### src/rtl/core/bft_ram.sv
`timescale 1ns / 1ps
// ----------------------------------------------------------------------------
// bft_ram
// Single-port-write, single-port-read RAM with registered read data.
// ----------------------------------------------------------------------------
module bft_ram #(
    parameter int WIDTH = 8,
    parameter int DEPTH = 16
) (
    input  logic                     clk,
    input  logic                     we,
    input  logic [$clog2(DEPTH)-1:0] waddr,
    input  logic [WIDTH-1:0]         wdata,
    input  logic [$clog2(DEPTH)-1:0] raddr,
    output logic [WIDTH-1:0]         rdata
);
    logic [WIDTH-1:0] mem [DEPTH];

    always_ff @(posedge clk)
    begin
        if (we)
        begin
            mem[waddr] <= wdata;
        end
        rdata <= mem[raddr];
    end
endmodule

### config.mk
export PLATFORM = sky130hd
export DESIGN_NAME = bft_ram
export DESIGN_NICKNAME = d
export VERILOG_FILES = /design/src/rtl/core/bft_ram.sv
export SDC_FILE = /design/constraint.sdc
export NUM_CORES = 1
export LEC_CHECK = 0
export BUFFER_PORTS_ARGS = -buffer_cell sky130_fd_sc_hd__buf_2
export CAP_MARGIN = 20
export CORE_MARGIN = 8
export CORE_UTILIZATION = 42
export DETAILED_ROUTE_END_ITERATION = 16
export PLACE_DENSITY = 0.63
export SLEW_MARGIN = 5
export SYNTH_ARGS = -nofsm -noshare
export SYNTH_HDL_FRONTEND = slang
export SYNTH_SLANG_ARGS = --single-unit
### constraint.sdc
create_clock -name clk -period 2.45 [get_ports clk]
set_clock_uncertainty 0.2 [all_clocks]
set_input_delay 0.49 -clock clk [delete_from_list [all_inputs] [get_ports clk]]
set_output_delay 0.49 -clock clk [all_outputs]
set_load 0.005 [all_outputs]
# [After elaboration in Yosys (flattened, before gate mapping)]
# Memory sizes are Yosys's and may differ from the RTL's. A register that Yosys moved wholly into a read port is not among the register bits.
# Index checks and enable logic that the tools add are counted.
[totals] in_bits=18 ram_bits=128 reg_bits=0 out_inout_bits=8 mem_count=1
[op_classes] muxes=2
[mem_list] name="mem" words=16 word_bits=8 read_ports=1 rd_clocked_by_memory_dff=1 wr=1 line_no="17" source="logic [WIDTH-1:0] mem [DEPTH];"
[op_table] op="$mux W1" n=2

# [Logic depth before layout (Yosys ltp)]
# Gate-level depths: netlist of run 1.
[depth] word_depth=2 depth_mapped=5 depth_no_buf=3

# [Worst setup path before layout of run 1]
# OpenSTA, ideal clock, no wires.
[synth_timing] path_type="in2reg" from="input port waddr[2]" to="memory mem[0][0], enable pin" setup_slack_ps=267 arrival_time_ps=1600 required_time_ps=1867 cell_stages=2 n_path_buf=0 setup_ps=383 cell_sequence="or3b_2 > nor3_1"
[synth_lines] element="start: declaration" line_no="12" source="input logic [$clog2(DEPTH)-1:0] waddr,"
[synth_lines] element="end: declaration" line_no="17"
# Straight into the memory's write port.

==> impl_metrics.csv, run 1 <==
group,metric,value,unit
timing,maxSlewViolCount,0,
power,power_switching,1.02,mW
outcome,outcome,"complete, no violations",
timing,tns,0,ns
yosys,synth.yosys.seq_area_share,77.8,%
power,pwr-share-clk,47.6,%
power,switching_share,18.8,%
timing,slew_headroom,70.5,%
worst_setup_path,worstPathMaxFanout,28,
yosys,syn_avg_cell_area,22.5,sq um
die,core-area,12000,sq um
timing,clock.fmax,590,MHz
route,viasPerCell,5.42,
clock_network,clockBufferDepth,2,
worst_setup_path,r2r_start,"mem[5][1]",
clock_network,cts_root_buf,"clkbuf_16",
die,rows,40,
power,powerDensity,886,nW/um^2
worst_setup_path,start_kind,"input port",
clock_network,cts_resized,0,
yosys,syn_nets,247,
global_route,grt_pass1_wl,15100,um
finish,layout-drive-gt1-share,31.0,%
hold_path,hp-start,"wdata[5]",
global_route,grtUsageTotal,13.1,%
route,final_antenna_net_count,0,
global_route,antenna_found_initial,2,
global_route,grt_max_degree,33,
place,gp_congestion,0.730,
clock_network,cts_tree,"built",
clock_network,cts_hold_buffers,0,
die,io_pins,26,
hold_path,min_to,"mem[12][5]",
power,pwr-share-seq,48.0,%
hold_path,hold_class,"in2reg",
worst_setup_path,required,2.54,ns
finish,final_nets,302,
worst_setup_path,crit_chain,"buf_2, buf_12, mux4_1, a22oi_1, nand2_1",
power,p_comb_share,4.3,%
worst_setup_path,rrSetupSlack,0.92,ns
timing,tightestPinTransition,0.442,ns
worst_setup_path,end_kind,"register",
power,power.leakage,2.11,nW
worst_setup_path,slowest_delay,0.57,ns
clock_network,htree_levels,4,
die,dieArea,16100,sq um
worst_setup_path,cp_num_buf_inv,2,
timing,period_share,69.2,%
yosys,synth_seq_cells,136,
hold_path,hold_depth,1,
worst_setup_path,worstRegToRegCells,3,
timing,hold_viol_final,0,
clock_network,clk_pin_slew,0.05,ns
yosys,ys_warn_count,0,
global_route,grt.overflow.total,0,
route,drt-total-wl,9850,um
yosys,synth_area_leaders,"edfxtp_1, mux4_2, mux4_1",
route,vias,2407,
die,die_h,127,um
clock_network,cts-buffers-inserted,17,
power,max-vdd-ir-drop,0.562,mV
die,start_util,42.9,%
yosys,yosysTopAreaCell,"edfxtp_1",
place,dp.cells,412,
yosys,syn-cell-area,5150,sq um
route,remaining_drc_errors,0,
worst_setup_path,cpLargestDelayFamily,"multiplexers",
finish,fillers,944,
global_route,grt_pass1_vias,2546,
clock_network,cts_setup_buffers,0,
timing,rsz0062_at_grt,"false",
run,cap_violations,0,
clock_network,insertion_delay,0.40,ns
yosys,synth_cell_types,19,
route,drt-pass1-iter-count,4,
route,wl_per_cell,22.2,um
power,power.total,5.45,mW
yosys,syn_inst,229,
finish,antennaDiodeCount,0,
finish,syn2layout_area_growth,19.6,%
worst_setup_path,critPathKind,"in2reg",
power,p_int,4.43,mW
timing,setup_viol,0,
place,numPortBuffers,25,
yosys,yosysTopAreaCellShare,74.7,%
finish,fin_cells,444,
clock_network,clock_sinks,136,
worst_setup_path,critPathSlowestCell,"mux4_1",
route,dr.first_iter.drc_count,156,
worst_setup_path,r2r-end,"rdata[1]",
timing,post-route-min-period,1.70,ns
place,hpwl,6330,um
worst_setup_path,crit_arrival,1.78,ns
die,fp.dieW,127,um
worst max-delay path by stage:
stage             start   endpoint  cells after the start
2_1_floorplan  waddr[2]  mem[0][0]                      2
3_3_place_gp   raddr[0]   rdata[1]                      5
3_5_place_dp   raddr[0]   rdata[1]                      5
4_1_cts        raddr[0]   rdata[1]                      5
5_1_grt        raddr[0]   rdata[1]                      5
6_report       raddr[0]   rdata[1]                      5
kinds of logic (layout without fill, tap and decap cells):
family / Yosys count / count (layout) / share of synthesized area, %
AOI/OAI and AO/OA: 16 / 16 / 2.33
buffers and inverters: 10 / 78 / 1.68
DFF: 136 / 136 / 77.8
muxes: 32 / 32 / 15.0
and+or+nand+nor: 35 / 35 / 3.18
cells in the final DEF, fill, tap and decap left out, drive strengths merged:
master	count
edfxtp	128
buf	46
mux4	32
clkbuf	23
a22oi	16
nor2	13
nand2	9
dfxtp	8
nor3	4
bufinv	4
clkinv	4
nand3b	2
nand2b	2
nor2b	1
and2	1
and2b	1
nand3	1
or3b	1
clkinvlp	1
layout make-up:
cell class	instances	area, sq um	area share [%]
multi-input cells	83	1060	17.2
flip-flops and latches	136	4000	65.0
well taps	147	184	2.99
repair buffers	46	308	5.00
clock inverters	9	148	2.40
clock buffers	23	458	7.44
per-stage QoR:
stage | hold WS (ns) | utilization [%] | worst slack (ns) | instance area [sq um]
floorplan | 0.389 | - | 0.267 | 5150
global placement | 0.452 | 46.2 | 0.305 | 5550
detailed placement | 0.466 | 46.2 | 0.312 | 5550
CTS | 0.249 | 51.3 | 0.746 | 6160
global route | 0.262 | 51.3 | 0.648 | 6160
finish | 0.265 | 51.3 | 0.754 | 6160
power by group through the flow:
stage	combinational, mW	sequential (mW)	clock, mW
3_3_place_gp	0.239	2.67	0
4_1_cts	0.244	2.62	2.63
5_1_grt	0.261	2.62	2.73
3_5_place_dp	0.243	2.67	0
2_1_floorplan	0.132	2.66	0
6_report	0.237	2.62	2.60
metal layers:
metal  share of wire (%)  vias up  global-route usage (%)
met1                  43     1243                    16.5
li1                    -     1084                       -
met5                0.26        -                       0
met4                0.65        4                    4.41
met3                 6.4       11                    4.94
met2                  49       65                    20.4
worst reg2reg max path, delay by kind of cell, from the launching register on:
kind	cells	cell delay [ns]
DFF	1	0.36
muxes	1	0.53
and+or+nand+nor	1	0.08
AOI/OAI and AO/OA	1	0.24
cells in the mapped netlist, drive strengths merged:
cell	instances
a22oi	16
and2	1
and2b	1
buf	7
clkdlybuf4s25	3
dfxtp	8
edfxtp	128
mux4	32
nand2	9
nand2b	2
nand3	1
nand3b	2
nor2	13
nor2b	1
nor3	4
or3b	1
flip-flops by register name, summed over array words and instances (netlist names):
signal	flops
mem	128
rdata	8
Power figures use the tool's default switching activity.
==> run 2: changes to the inputs <==
--- a/config.mk
+++ b/config.mk
@@ -5,6 +5,7 @@
 export SDC_FILE = /design/constraint.sdc
 export NUM_CORES = 1
 export LEC_CHECK = 0
+export ABC_AREA = 1
 export BUFFER_PORTS_ARGS = -buffer_cell sky130_fd_sc_hd__buf_2
 export CAP_MARGIN = 20
 export CORE_MARGIN = 8
==> constraint.sdc (replaced) <==
create_clock -name clk -period 1.6 [get_ports clk]
set_clock_uncertainty 0.2 [all_clocks]
set_input_delay 0.32 -clock clk [delete_from_list [all_inputs] [get_ports clk]]
set_output_delay 0.32 -clock clk [all_outputs]
set_load 0.005 [all_outputs]
==> impl_metrics.csv, run 2 <==
group,metric,value,unit
outcome,outcome,"complete, no violations",
power,pwr-share-seq,47.4,%
worst_setup_path,crit_arrival,0.92,ns
finish,syn2layout_area_growth,17.9,%
route,final_antenna_net_count,0,
die,fp.dieW,133,um
place,dp.cells,756,
clock_network,cts_tree,"built",
finish,fillers,1225,
yosys,yosysTopAreaCell,"edfxtp_1",
yosys,synth.yosys.seq_area_share,69.4,%
yosys,syn_nets,569,
clock_network,cts-buffers-inserted,17,
yosys,async_flop_share,0,%
timing,setup_viol,0,
die,io_pins,26,
worst_setup_path,required,1.08,ns
die,core-area,13700,sq um
yosys,yosys_most_used_dff,"edfxtp_1",
route,dr.first_iter.drc_count,426,
yosys,synth_edf_count,128,
place,hpwl,8050,um
worst_setup_path,cpLargestDelayFamily,"flip-flops",
power,powerDensity,1240,nW/um^2
clock_network,htree_levels,4,
yosys,synth-adder-area-share,0,%
timing,period_share,89.8,%
worst_setup_path,critPathKind,"reg2out",
yosys,synthSimpleGateAreaFrac,21.0,%
yosys,syn_inst,551,
global_route,grt_max_degree,65,
timing,tightestPinTransition,0.362,ns
yosys,yosysTopAreaCellShare,66.7,%
worst_setup_path,crit_chain,"buf_2",
timing,rsz0062_at_grt,"false",
global_route,grt_pass1_vias,3916,
global_route,antenna_found_initial,0,
finish,top_regs,"mem (128), rdata (8)",
global_route,grt.overflow.total,0,
worst_setup_path,start_kind,"register",
power,max-vdd-ir-drop,0.677,mV
place,dpl_worst_slack,0.00639,ns
yosys,syn_avg_cell_area,10.5,sq um
yosys,synthMuxAreaShare,0,%
finish,final_cell_mix,"nand2_1, edfxtp_1, inv_1",
timing,slew_headroom,75.9,%
place,numPortBuffers,25,
yosys,synth_common_cells,"nand2_1, edfxtp_1, inv_1",
power,p_int,6.74,mW
clock_network,clock_sinks,136,
die,dieArea,17700,sq um
worst_setup_path,slowest_delay,0.36,ns
die,rows,43,
global_route,grt_pass1_wl,20400,um
yosys,syn-cell-area,5770,sq um
clock_network,clockBufferDepth,2,
yosys,synthXorXnorAreaFrac,0,%
yosys,synth_cell_types,12,
route,wl_per_cell,16.2,um
timing,maxSlewViolCount,0,
worst_setup_path,end_kind,"primary output",
finish,top_register,"mem",
worst_setup_path,worstPathMaxFanout,1,
hold_path,hold_class,"in2reg",
yosys,synth_top_family_by_area,"simple AND/OR/NAND/NOR gates",
yosys,synth_area_leaders,"edfxtp_1, nand2_1, nand3_1",
power,switching_share,20.3,%
timing,setup_slack,0.163,ns
finish,final_area,6800,sq um
route,viasPerCell,4.79,
timing,tns,0,ns
yosys,yosysMostFrequentCell,"nand2_1",
finish,fin_cells,788,
power,power.leakage,2.97,nW
clock_network,insertion_delay,0.41,ns
global_route,grtUsageTotal,15.2,%
clock_network,cts_root_buf,"clkbuf_16",
timing,clock.fmax,696,MHz
yosys,ys_warn_count,0,
route,remaining_drc_errors,0,
yosys,synth_seq_cells,136,
clock_network,clk_pin_slew,0.06,ns
worst_setup_path,critPathSlowestCell,"dfxtp_1",
power,pwr-share-clk,46.8,%
finish,final_nets,613,
worst_setup_path,cp_num_buf_inv,1,
finish,antennaDiodeCount,0,
finish,layout-drive-gt1-share,13.3,%
power,p_comb_share,5.8,%
finish,largest_reg_flops,128,
die,start_util,42.2,%
route,drt-pass1-iter-count,5,
clock_network,cts_setup_buffers,0,
timing,post-route-min-period,1.44,ns
yosys,synth_compound_gate_area_share,0,%
timing,hold_viol_final,0,
place,place_area,6190,sq um
place,gp_congestion,0.796,
power,power_switching,1.72,mW
die,die_h,133,um
run,cap_violations,0,
route,drt-total-wl,12800,um
finish,final_common_cell,"nand2_1",
clock_network,cts_hold_buffers,0,
route,vias,3772,
clock_network,cts_resized,0,
==> run 2: cell count changes after synthesis, sizes merged, moves of 2 or more <==
cell | previous run | this run
nand2 | 9 | 173
inv | 0 | 102
nand3 | 1 | 97
mux4 | 32 | 0
buf | 7 | 24
a22oi | 16 | 0
nor2 | 13 | 17
nor3 | 4 | 0
clkdlybuf4s25 | 3 | 0
nand2b | 2 | 0
==> run 2: layer usage <==
metal / global-route usage, % / share of wire (%) / wire length (um)
met1: 18.2 / 44 / 5610
met3: 3.95 / 4.6 / 584
met4: 6.74 / 1.9 / 248
met5: 0 / 0 / 0
met2: 25.1 / 50 / 6340
==> run 2: final timing paths <==
check / slack (ns) / endpoint / depth (start not counted) / from
worst max-delay path: 0.16 / rdata[4] / 1 / rdata[4]
worst min-delay path: 0.07 / rdata[0] / 3 / raddr[3]
worst max register to register: 0.39 / rdata[1] / 6 / mem[15][1]
worst min register to register: 0.46 / rdata[0] / 6 / mem[10][0]
==> run 2: power by group through the flow <==
stage	sequential (mW)	combinational (mW)	clock [mW]
5_1_grt	4.02	0.550	4.14
3_5_place_dp	4.08	0.493	0
4_1_cts	4.01	0.496	4.00
2_1_floorplan	4.08	0.281	0
6_report	4.01	0.489	3.96
3_3_place_gp	4.08	0.487	0
==> run 2: area by class of cell <==
| class | instances | area [sq um] | share of cell area, % |
|---|---|---|---|
| clock buffer | 23 | 488 | 7.17 |
| clock inverter | 9 | 120 | 1.77 |
| inverter | 102 | 383 | 5.63 |
| multi-input combinational | 289 | 1210 | 17.8 |
| sequential | 136 | 4000 | 58.9 |
| tap | 180 | 225 | 3.31 |
| timing repair buffer | 49 | 368 | 5.41 |
==> run 2: metrics by stage <==
| stage | hold WS [ns] | total power [mW] | utilization, % |
|---|---|---|---|
| after floorplan | 0.219 | 4.36 | - |
| after global placement | 0.455 | 4.57 | 45.3 |
| after detailed placement | 0.448 | 4.58 | 45.3 |
| after CTS | 0.0529 | 8.50 | 49.8 |
| after global routing | 0.0606 | 8.70 | 49.8 |
| final | 0.0678 | 8.46 | 49.8 |
==> run 2: kinds of logic (layout without fill, tap and decap cells) <==
kind of cell	after synthesis	count (layout)
AND/OR/NAND/NOR	289	289
flip-flops	136	136
buffers and inverters	126	183
